[src/rtl/ewd_pkg.sv]
// ----------------------------------------------------------------------------
// ewd_pkg
// shared types, character codes and lookup functions of the encoded word
// decoder
// ----------------------------------------------------------------------------
`default_nettype none

package ewd_pkg;

  localparam int QUEUE_DEPTH = 4;

  // result kinds
  localparam logic [1:0] KIND_DATA = 2'd0;
  localparam logic [1:0] KIND_OK   = 2'd1;
  localparam logic [1:0] KIND_BAD  = 2'd2;

  // character codes
  localparam logic [7:0] CH_QMARK = 8'h3F;
  localparam logic [7:0] CH_EQ    = 8'h3D;
  localparam logic [7:0] CH_USCORE = 8'h5F;
  localparam logic [7:0] CH_SPACE = 8'h20;
  localparam logic [7:0] CH_Q_UP  = 8'h51;
  localparam logic [7:0] CH_Q_LO  = 8'h71;
  localparam logic [7:0] CH_B_UP  = 8'h42;
  localparam logic [7:0] CH_B_LO  = 8'h62;
  localparam logic [7:0] CH_PLUS  = 8'h2B;
  localparam logic [7:0] CH_SLASH = 8'h2F;

  localparam logic [2:0] SEG_MAX    = 3'd7;
  localparam logic [2:0] SEG_LETTER = 3'd2;
  localparam logic [2:0] SEG_TEXT   = 3'd3;

  typedef enum logic [1:0] {
    MODE_NONE = 2'd0,
    MODE_Q    = 2'd1,
    MODE_B    = 2'd2,
    MODE_BAD  = 2'd3
  } mode_t;

  typedef struct packed {
    logic [7:0] data;
    logic [1:0] kind;
  } entry_t;

  // up to three results caused by one input transaction
  typedef struct packed {
    logic [1:0]       cnt;
    entry_t [2:0]     ent;
  } bundle_t;

  // {valid, value}
  function automatic logic [4:0] hex_val(input logic [7:0] c);
    logic [7:0] d;
    begin
      d = 8'h00;
      if (c >= 8'h30 && c <= 8'h39) begin
        d = c - 8'h30;
        hex_val = {1'b1, d[3:0]};
      end else if (c >= 8'h41 && c <= 8'h46) begin
        d = c - 8'h37;
        hex_val = {1'b1, d[3:0]};
      end else if (c >= 8'h61 && c <= 8'h66) begin
        d = c - 8'h57;
        hex_val = {1'b1, d[3:0]};
      end else begin
        hex_val = {1'b0, d[3:0]};
      end
    end
  endfunction

  // {valid, value}
  function automatic logic [6:0] b64_val(input logic [7:0] c);
    logic [7:0] d;
    begin
      d = 8'h00;
      if (c >= 8'h41 && c <= 8'h5A) begin
        d = c - 8'h41;
        b64_val = {1'b1, d[5:0]};
      end else if (c >= 8'h61 && c <= 8'h7A) begin
        d = c - 8'h47;
        b64_val = {1'b1, d[5:0]};
      end else if (c >= 8'h30 && c <= 8'h39) begin
        d = c + 8'h04;
        b64_val = {1'b1, d[5:0]};
      end else if (c == CH_PLUS) begin
        b64_val = {1'b1, 6'd62};
      end else if (c == CH_SLASH) begin
        b64_val = {1'b1, 6'd63};
      end else begin
        b64_val = {1'b0, d[5:0]};
      end
    end
  endfunction

endpackage

`default_nettype wire

[src/rtl/ewd_front.sv]
// ----------------------------------------------------------------------------
// ewd_front
// accepts raw bytes, tracks segments and text mode, decodes q and b text and
// packs the results of each transaction into one queue entry
// ----------------------------------------------------------------------------
`default_nettype none

module ewd_front
  import ewd_pkg::*;
(
  input  wire logic       clk,
  input  wire logic       rst_n,
  input  wire logic       in_valid,
  output logic            in_ready,
  input  wire logic [7:0] in_byte,
  input  wire logic       in_word_end,
  input  wire logic       q_full,
  output logic            q_push,
  output bundle_t         q_bundle
);

  logic [2:0] seg_r, seg_nxt;
  mode_t      mode_r, mode_nxt;
  logic       lt_r, lt_nxt;
  logic       bad_r, bad_nxt;
  logic [1:0] hc_r, hc_nxt;
  logic [7:0] h1_r, h1_nxt;
  logic [7:0] bb_r, bb_nxt;
  logic [2:0] bo_r, bo_nxt;
  logic       pad_r, pad_nxt;

  logic       accept;
  logic [1:0] n;
  bundle_t    bnd;
  logic [4:0] hx;
  logic [4:0] hx_held;
  logic [6:0] bv;
  logic [2:0] k;
  logic [3:0] sh;
  logic [7:0] c;

  assign in_ready = !q_full;
  assign accept   = in_valid && in_ready;
  assign c        = in_byte;
  assign hx       = hex_val(c);
  assign hx_held  = hex_val(h1_r);
  assign bv       = b64_val(c);
  assign k        = 3'(bo_r - 3'd2);
  assign sh       = 4'd8 - {1'b0, k};

  always_comb begin
    seg_nxt  = seg_r;
    mode_nxt = mode_r;
    lt_nxt   = lt_r;
    bad_nxt  = bad_r;
    hc_nxt   = hc_r;
    h1_nxt   = h1_r;
    bb_nxt   = bb_r;
    bo_nxt   = bo_r;
    pad_nxt  = pad_r;
    n        = 2'd0;
    bnd      = '0;

    if (!bad_r) begin
      if (c == CH_QMARK) begin
        if (seg_r == SEG_LETTER && mode_r != MODE_Q && mode_r != MODE_B) begin
          bad_nxt = 1'b1;
        end
        if (seg_r == SEG_TEXT && mode_r == MODE_Q) begin
          // text cut off: held bytes pass literally
          if (hc_nxt != 2'd0) begin
            bnd.ent[n] = '{data: CH_EQ, kind: KIND_DATA};
            n = n + 2'd1;
          end
          if (hc_nxt[1]) begin
            bnd.ent[n] = '{data: h1_nxt, kind: KIND_DATA};
            n = n + 2'd1;
          end
          hc_nxt = 2'd0;
        end
        if (seg_r < SEG_MAX) begin
          seg_nxt = seg_r + 3'd1;
        end
      end else if (seg_r == SEG_LETTER) begin
        if (!lt_r) begin
          lt_nxt = 1'b1;
          if (c == CH_Q_UP || c == CH_Q_LO) begin
            mode_nxt = MODE_Q;
          end else if (c == CH_B_UP || c == CH_B_LO) begin
            mode_nxt = MODE_B;
          end else begin
            mode_nxt = MODE_BAD;
          end
        end
      end else if (seg_r == SEG_TEXT) begin
        if (mode_r == MODE_Q) begin
          if (hc_r == 2'd0) begin
            if (c == CH_EQ) begin
              hc_nxt = 2'd1;
            end else begin
              bnd.ent[n] = '{data: (c == CH_USCORE) ? CH_SPACE : c, kind: KIND_DATA};
              n = n + 2'd1;
            end
          end else if (hc_r == 2'd1) begin
            if (hx[4]) begin
              h1_nxt = c;
              hc_nxt = 2'd2;
            end else begin
              // lone '=' passes, byte handled fresh
              hc_nxt = 2'd0;
              bnd.ent[n] = '{data: CH_EQ, kind: KIND_DATA};
              n = n + 2'd1;
              if (c == CH_EQ) begin
                hc_nxt = 2'd1;
              end else begin
                bnd.ent[n] = '{data: (c == CH_USCORE) ? CH_SPACE : c, kind: KIND_DATA};
                n = n + 2'd1;
              end
            end
          end else begin
            hc_nxt = 2'd0;
            if (hx[4]) begin
              bnd.ent[n] = '{data: {hx_held[3:0], hx[3:0]}, kind: KIND_DATA};
              n = n + 2'd1;
            end else begin
              bnd.ent[n] = '{data: CH_EQ, kind: KIND_DATA};
              n = n + 2'd1;
              bnd.ent[n] = '{data: h1_r, kind: KIND_DATA};
              n = n + 2'd1;
              // a non-hex final byte is dropped
              if (!in_word_end) begin
                if (c == CH_EQ) begin
                  hc_nxt = 2'd1;
                end else begin
                  bnd.ent[n] = '{data: (c == CH_USCORE) ? CH_SPACE : c, kind: KIND_DATA};
                  n = n + 2'd1;
                end
              end
            end
          end
        end else if (mode_r == MODE_B && !pad_r) begin
          if (c == CH_EQ) begin
            pad_nxt = 1'b1;
          end else if (bv[6]) begin
            if (bo_r >= 3'd2) begin
              bnd.ent[n] = '{data: bb_r | ({2'b00, bv[5:0]} >> k), kind: KIND_DATA};
              n = n + 2'd1;
              bb_nxt = 8'({2'b00, bv[5:0]} << sh);
              bo_nxt = k;
            end else begin
              bb_nxt = bb_r | 8'({2'b00, bv[5:0]} << 3'(bo_r + 3'd2));
              bo_nxt = 3'(bo_r + 3'd6);
            end
          end
        end
      end
    end

    if (in_word_end) begin
      if (!bad_nxt) begin
        if (hc_nxt != 2'd0) begin
          bnd.ent[n] = '{data: CH_EQ, kind: KIND_DATA};
          n = n + 2'd1;
        end
        if (hc_nxt[1]) begin
          bnd.ent[n] = '{data: h1_nxt, kind: KIND_DATA};
          n = n + 2'd1;
        end
      end
      bnd.ent[n] = '{data: 8'h00, kind: bad_nxt ? KIND_BAD : KIND_OK};
      n = n + 2'd1;
      seg_nxt  = '0;
      mode_nxt = MODE_NONE;
      lt_nxt   = 1'b0;
      bad_nxt  = 1'b0;
      hc_nxt   = '0;
      h1_nxt   = '0;
      bb_nxt   = '0;
      bo_nxt   = '0;
      pad_nxt  = 1'b0;
    end
    bnd.cnt = n;
  end

  assign q_push   = accept && (n != 2'd0);
  assign q_bundle = bnd;

  always_ff @(posedge clk) begin
    if (!rst_n) begin
      seg_r  <= '0;
      mode_r <= MODE_NONE;
      lt_r   <= 1'b0;
      bad_r  <= 1'b0;
      hc_r   <= '0;
      h1_r   <= '0;
      bb_r   <= '0;
      bo_r   <= '0;
      pad_r  <= 1'b0;
    end else if (accept) begin
      seg_r  <= seg_nxt;
      mode_r <= mode_nxt;
      lt_r   <= lt_nxt;
      bad_r  <= bad_nxt;
      hc_r   <= hc_nxt;
      h1_r   <= h1_nxt;
      bb_r   <= bb_nxt;
      bo_r   <= bo_nxt;
      pad_r  <= pad_nxt;
    end
  end

  // base64 bit offset only ever holds an even count below eight
  a_bo_even: assert property (@(posedge clk) disable iff (!rst_n) !bo_r[0])
    else $error("ewd_front: odd base64 bit offset");

  // a held digit is only possible in q text
  a_held_q: assert property (@(posedge clk) disable iff (!rst_n)
    (hc_r != 2'd0) |-> (mode_r == MODE_Q && seg_r == SEG_TEXT))
    else $error("ewd_front: held bytes outside q text");

endmodule

`default_nettype wire

[src/rtl/ewd_queue.sv]
// ----------------------------------------------------------------------------
// ewd_queue
// small fifo of result bundles between the front and back parts
// ----------------------------------------------------------------------------
`default_nettype none

module ewd_queue
  import ewd_pkg::*;
#(
  parameter int DEPTH = QUEUE_DEPTH
) (
  input  wire logic    clk,
  input  wire logic    rst_n,
  input  wire logic    push,
  input  wire bundle_t push_bundle,
  output logic         full,
  input  wire logic    pop,
  output bundle_t      head,
  output logic         empty
);

  localparam int PW = (DEPTH > 1) ? $clog2(DEPTH) : 1;
  localparam int CW = $clog2(DEPTH + 1);

  bundle_t       mem_r [DEPTH];
  logic [PW-1:0] wr_ptr_r, wr_ptr_nxt;
  logic [PW-1:0] rd_ptr_r, rd_ptr_nxt;
  logic [CW-1:0] cnt_r, cnt_nxt;

  assign full  = (cnt_r == CW'(DEPTH));
  assign empty = (cnt_r == '0);
  assign head  = mem_r[rd_ptr_r];

  always_comb begin
    wr_ptr_nxt = wr_ptr_r;
    rd_ptr_nxt = rd_ptr_r;
    cnt_nxt    = cnt_r;
    if (push) begin
      wr_ptr_nxt = (wr_ptr_r == PW'(DEPTH - 1)) ? '0 : wr_ptr_r + 1'b1;
    end
    if (pop) begin
      rd_ptr_nxt = (rd_ptr_r == PW'(DEPTH - 1)) ? '0 : rd_ptr_r + 1'b1;
    end
    if (push && !pop) begin
      cnt_nxt = cnt_r + 1'b1;
    end else if (pop && !push) begin
      cnt_nxt = cnt_r - 1'b1;
    end
  end

  always_ff @(posedge clk) begin
    if (!rst_n) begin
      wr_ptr_r <= '0;
      rd_ptr_r <= '0;
      cnt_r    <= '0;
    end else begin
      wr_ptr_r <= wr_ptr_nxt;
      rd_ptr_r <= rd_ptr_nxt;
      cnt_r    <= cnt_nxt;
    end
  end

  always_ff @(posedge clk) begin
    if (push) begin
      mem_r[wr_ptr_r] <= push_bundle;
    end
  end

  a_no_overflow: assert property (@(posedge clk) disable iff (!rst_n) !(push && full))
    else $error("ewd_queue: push while full");

  a_no_underflow: assert property (@(posedge clk) disable iff (!rst_n) !(pop && empty))
    else $error("ewd_queue: pop while empty");

  a_count_bound: assert property (@(posedge clk) disable iff (!rst_n) cnt_r <= CW'(DEPTH))
    else $error("ewd_queue: count beyond depth");

endmodule

`default_nettype wire

[src/rtl/ewd_back.sv]
// ----------------------------------------------------------------------------
// ewd_back
// walks the results of the head bundle one per cycle into the output register while out_ready is high
// ----------------------------------------------------------------------------
`default_nettype none

module ewd_back
  import ewd_pkg::*;
(
  input  wire logic    clk,
  input  wire logic    rst_n,
  input  wire bundle_t head,
  input  wire logic    empty,
  output logic         pop,
  output logic         out_valid,
  input  wire logic    out_ready,
  output logic [7:0]   out_byte,
  output logic [1:0]   out_kind,
  output logic         out_final_flag
);

  logic [1:0] idx_r, idx_nxt;
  logic       vld_r, vld_nxt;
  entry_t     ent_r;
  logic       load;
  logic       last_ent;

  assign load     = !vld_r || out_ready;
  assign last_ent = (idx_r == 2'(head.cnt - 2'd1));
  assign pop      = load && !empty && last_ent;

  always_comb begin
    idx_nxt = idx_r;
    vld_nxt = vld_r;
    if (load) begin
      vld_nxt = !empty;
      if (!empty) begin
        idx_nxt = last_ent ? 2'd0 : idx_r + 2'd1;
      end
    end
  end

  always_ff @(posedge clk) begin
    if (!rst_n) begin
      idx_r <= '0;
      vld_r <= 1'b0;
    end else begin
      idx_r <= idx_nxt;
      vld_r <= vld_nxt;
    end
  end

  always_ff @(posedge clk) begin
    if (load && !empty) begin
      ent_r <= head.ent[idx_r];
    end
  end

  assign out_valid      = vld_r;
  assign out_byte       = ent_r.data;
  assign out_kind       = ent_r.kind;
  assign out_final_flag = (ent_r.kind != KIND_DATA);

  // the entry pointer stays inside the head bundle
  a_idx_in_bundle: assert property (@(posedge clk) disable iff (!rst_n)
    !empty |-> (idx_r < head.cnt))
    else $error("ewd_back: entry index past bundle");

endmodule

`default_nettype wire

[src/rtl/encoded_word_decoder_top.sv]
// ----------------------------------------------------------------------------
// encoded_word_decoder_top
// decodes the bytes of one mime header encoded word (=?charset?X?text?=)
// ----------------------------------------------------------------------------
// usage:
//   input channel takes one raw byte per transaction (in_byte), with
//   in_word_end high on the final byte of the word
//   result channel gives decoded bytes (out_kind data) and one end marker per
//   word (out_kind ok or bad letter) with out_final_flag set
//   a transaction may cause zero to three results; the front decodes it in
//   the cycle it is accepted and queues its results as one bundle
// path: the bundle is written to the queue at the accepting edge, and from
//   the queue the back loads its first result into the output register,
//   whose valid bit drives out_valid
// throughput: while out_ready stays high, one input transaction per cycle
//   while each causes at most one result; the single output register drains
//   one result per cycle, so a transaction with several results holds it until
//   all are out, and the bundle queue (QUEUE_DEPTH entries) absorbs such bursts
// reset: synchronous, active low; decode state and queue are cleared and no
//   result is valid
// stall: while out_ready is low the output holds; in_ready drops only once
//   the bundle queue is full
// ----------------------------------------------------------------------------
`default_nettype none

module encoded_word_decoder_top
  import ewd_pkg::*;
#(
  parameter int QDEPTH = QUEUE_DEPTH
) (
  input  wire logic       clk,
  input  wire logic       rst_n,
  input  wire logic       in_valid,
  output logic            in_ready,
  input  wire logic [7:0] in_byte,
  input  wire logic       in_word_end,
  output logic            out_valid,
  input  wire logic       out_ready,
  output logic [7:0]      out_byte,
  output logic [1:0]      out_kind,
  output logic            out_final_flag
);

  // front to queue
  logic    q_push;
  bundle_t q_bundle;
  logic    q_full;

  // queue to back
  bundle_t q_head;
  logic    q_empty;
  logic    q_pop;

  // segment tracking, q and b decode
  ewd_front u_front (
    .clk         (clk),
    .rst_n       (rst_n),
    .in_valid    (in_valid),
    .in_ready    (in_ready),
    .in_byte     (in_byte),
    .in_word_end (in_word_end),
    .q_full      (q_full),
    .q_push      (q_push),
    .q_bundle    (q_bundle)
  );

  // decouples decode from output stalls
  ewd_queue #(
    .DEPTH (QDEPTH)
  ) u_queue (
    .clk         (clk),
    .rst_n       (rst_n),
    .push        (q_push),
    .push_bundle (q_bundle),
    .full        (q_full),
    .pop         (q_pop),
    .head        (q_head),
    .empty       (q_empty)
  );

  // serializes bundles onto the result channel
  ewd_back u_back (
    .clk            (clk),
    .rst_n          (rst_n),
    .head           (q_head),
    .empty          (q_empty),
    .pop            (q_pop),
    .out_valid      (out_valid),
    .out_ready      (out_ready),
    .out_byte       (out_byte),
    .out_kind       (out_kind),
    .out_final_flag (out_final_flag)
  );

endmodule

`default_nettype wire
[config.mk]
export PLATFORM = sky130hd
export DESIGN_NAME = encoded_word_decoder_top
export DESIGN_NICKNAME = d
export VERILOG_FILES = /design/src/rtl/ewd_pkg.sv /design/src/rtl/ewd_front.sv /design/src/rtl/ewd_queue.sv /design/src/rtl/ewd_back.sv /design/src/rtl/encoded_word_decoder_top.sv
export SDC_FILE = /design/constraint.sdc
export NUM_CORES = 1
export LEC_CHECK = 0
export ABC_CLOCK_PERIOD_IN_PS = 11400
export BUFFER_PORTS_ARGS = -buffer_cell sky130_fd_sc_hd__buf_2
export CAP_MARGIN = 10
export CORE_MARGIN = 2
export CORE_UTILIZATION = 55
export DETAILED_ROUTE_END_ITERATION = 10
export PLACE_DENSITY = 0.81
export SLEW_MARGIN = 20
export SYNTH_ARGS = -nofsm -noshare
export SYNTH_HDL_FRONTEND = slang
export SYNTH_SLANG_ARGS = --single-unit
[constraint.sdc]
create_clock -name clk -period 11.4 [get_ports clk]
set_input_delay 3.42 -clock clk [delete_from_list [all_inputs] [get_ports clk]]
set_output_delay 3.42 -clock clk [all_outputs]
set_load 0.01 [all_outputs]
==> reports/metrics.cfg <==
[status]
status = complete, no violations

[routing]
drt_pre_antenna_iters = 5
final_antenna_net_count = 0
vias = 7049
wl_met3_mm = 1.46
routed_via_density = 6.44
wl_met1_mm = 9.67
top_layer = met4
first_iter_violations = 822
wl_per_cell_um = 21.2
post-route-drc-count = 0
wl_mm = 23.2
wl_met2_mm = 11.4

[logic_synthesis]
synthAdderAreaFrac_pct = 4.54
synth-edff-count = 138
synth_compound_area_share_pct = 16.5
yosys.area.top_type_share_pct = 42.2
synth_top_flop_cell = edfxtp_1
yosysUniqueCellTypes = 93
synth_seq_cells = 178
synthCells = 851
yosysWarnings = 0
synth-xor-area-share_pct = 1.07
synth_area_leaders = edfxtp_1 42%, dfxtp_1 8.2%, mux4_2 7.3%
synth_common_cells = 138 x edfxtp_1, 83 x nand2_1, 46 x nor2_1
yosysMostFrequentCell = edfxtp_1
synth_top_family_by_area = compound AO/OA/AOI/OAI gates
netlist_area_um2 = 9810
synth_nets = 899
yosysTopAreaCell = edfxtp_1
synth.avg_cell_area_um2 = 11.5
synth_simple_gate_area_share_pct = 14.2
async_reset_ff_share_pct = 0
ys_seq_area_share_pct = 50.4
synth_mux_area_share_pct = 9.62

[cts]
cts-resized-gates = 0
cts_made_buffers = 17
htreeDepth = 4
cts_tree = built
clk_pin_slew_ps = 80
postCtsHoldBufs = 0
clkSinkCount = 178
cts_root_buf = clkbuf_16
clk_latency_ps = 440
cts_setup_buffers = 0
cts.path.max_buffers = 2

[floorplan]
dieHeight_um = 138
fp.dieW_um = 138
rows = 48
core_region_area_um2 = 17400
start_util_pct = 56.5
ios = 26
dieArea_um2 = 18900

[worst_hold_path]
min_from = u_front.bb_r[4]
hold_class = register to register
worstHoldPathCells = 2
hold_path_end = u_front.bb_r[4]

[final_layout]
finalCoreUtilization_pct = 61.5
drive_gt1_share_pct = 15.2
fill_cells = 1333
area_growth_pct = 8.86
nets = 905
design_area_um2 = 10700
diodes = 0

[global_route]
grt_remaining_overflow = 0
grt_max_degree = 36
grt_pass1_vias = 6774
grt_util_all_layers_pct = 26.0
grt_antenna_before_repair = 0
grt_pass1_wl_mm = 36.9

[timing]
fin_skew_ps = 16.4
fin_crit_ps = 9070
tns_ps = 0
fin_crit_sh_pct = 79.6
tightest_slew_ps = 1020
setup-violations-final = 0
rsz0062_at_grt = no
hold_viol_final = 0
slew_headroom_pct = 31.6
clock.fmax_mhz = 110
slew_violations = 0

[pwr]
power_frac_comb_pct = 19.3
ir_drop_uv = 116
clockPowerShare_pct = 34.0
switching_share_pct = 28.4
p_total_mw = 1.70
pwr_density_cell_nw_per_um2 = 159
p_switching_mw = 0.483
p_int_mw = 1.22
pwr-share-seq_pct = 46.7
cellLeakagePower_nw = 3.67

[worst_setup_path]
critPathKind = input pin to register
r2r-start = u_front.bo_r[1]
crit_arrival_ps = 9430
worstSetupStartpointType = input pin
r2r_cells = 25
cp-end-kind = register
crit_fanout = 15
r2r_end = u_queue.cnt_r[2]
required_ps = 11760
r2r_slack_ps = 4840

[placed_design]
place.detailed.hpwl_mm = 15.9
gp_congestion = 0.986
io_buffer_count = 25
dpl_cell_area_um2 = 10100

[job]
cap_violations = 0

==> layer usage <==
layer	GRT usage, %	vias to the layer above
met4	10.1	0
met5	0	-
li1	-	3254
met2	42.6	293
met3	3.90	49
met1	35.0	3453
==> stage by stage <==
| step | hold slack [ps] | setup slack [ps] | cells |
|---|---|---|---|
| final | 469 | 2330 | 1095 |
| after global routing | 502 | 1900 | 1095 |
| after CTS | 474 | 2380 | 1095 |
| after detailed placement | 462 | 1910 | 1063 |
| after global placement | 453 | 2140 | 1063 |
| after floorplan | 420 | 2600 | 851 |
==> how the worst max path moves through the flow <==
| stage | start | end | slack, ps | depth (start not counted) |
|---|---|---|---|---|
| floorplan | in_byte[2] | u_queue.cnt_r[2] | 2600 | 28 |
| CTS | in_byte[2] | u_queue.cnt_r[2] | 2380 | 28 |
| detailed placement | in_byte[2] | u_queue.cnt_r[2] | 1910 | 28 |
| global placement | in_byte[2] | u_queue.cnt_r[2] | 2140 | 28 |
| global route | in_byte[2] | u_queue.cnt_r[2] | 1900 | 28 |
| finish | in_byte[2] | u_queue.cnt_r[2] | 2330 | 28 |
==> critical path, stage by stage <==
cell       delay [ps]
buf_2             280
inv_1             180
ha_1              340
a21oi_2           280
o31ai_4           130
o2bb2ai_1         410
o31ai_1           140
o31ai_2           430
nand2_1           260
ha_1              340
nand2_1            40
o21ai_0           140
inv_1             110
ha_1              290
nand2_1            60
o211a_1           160
inv_1              60
ha_1              320
nand2_1           110
o22a_1            170
o221ai_2          120
a31oi_4           260
ha_1              230
inv_1              70
fa_1              430
xor2_1            170
or3_1             310
a21boi_0          170
==> flip-flops by register name (all words and copies together), names as in the netlist, 2 cells and up, named ones only <==
register,count
u_queue.rd_ptr_r,2
u_queue.mem_r,128
u_front.seg_r,3
u_front.bb_r,8
u_front.mode_r,2
u_front.bo_r,2
u_front.h1_r,8
u_queue.wr_ptr_r,2
u_back.out_kind,2
u_front.hc_r,2
u_queue.cnt_r,3
u_back.idx_r,2
u_back.out_byte,8
==> power by group through the flow <==
stage	clock (mW)	sequential (mW)	combinational, mW
6_report	0.579	0.795	0.329
3_3_place_gp	0	0.805	0.321
3_5_place_dp	0	0.808	0.332
5_1_grt	0.613	0.801	0.364
2_1_floorplan	0	0.805	0.237
4_1_cts	0.585	0.795	0.335
==> cell type report <==
class,instances,area [µm²],area share (%)
Multi-Input combinational cell,585,4510,42.3
Timing Repair Buffer,34,193,1.80
Clock buffer,17,425,3.98
Clock inverter,15,168,1.57
Sequential cell,178,4950,46.3
Inverter,41,154,1.44
Tap cell,225,282,2.64
==> kinds of logic after synthesis <==
group                    count (synthesis)
XOR/XNOR                                12
adder cells (fa/ha/maj)                 35
flip-flops                             178
multiplexers                            54
AND/OR/NAND/NOR                        264
buffers and inverters                   88
AO/OA/AOI/OAI                          220
==> cell usage in the layout, fill, tap and decap left out, types with 4 or more instances in the layout <==
cell       instances
o31ai_1            5
mux4_2            32
nor2b_1           20
o211ai_1           5
a22oi_1           16
o21a_1             7
xnor2_1            6
mux2i_1           20
o21ai_1            6
a211oi_1           4
inv_8              5
nor2_1            46
a21o_1             8
buf_2             25
a21boi_0          10
o21ai_0           31
and2_1            17
buf_4              9
a32oi_1            4
xor2_1             6
nand2_1           83
a221oi_1           7
a22o_1             7
or3_1              8
o22ai_1           14
nand4_1            9
inv_1             40
and3_1            12
ha_1              34
nor3_1             8
edfxtp_1         138
nand3_1           18
a21oi_1           39
clkbuf_16         17
a31oi_1            5
nand2b_1          11
dfxtp_1           39
Power figures use the tool's default switching activity.
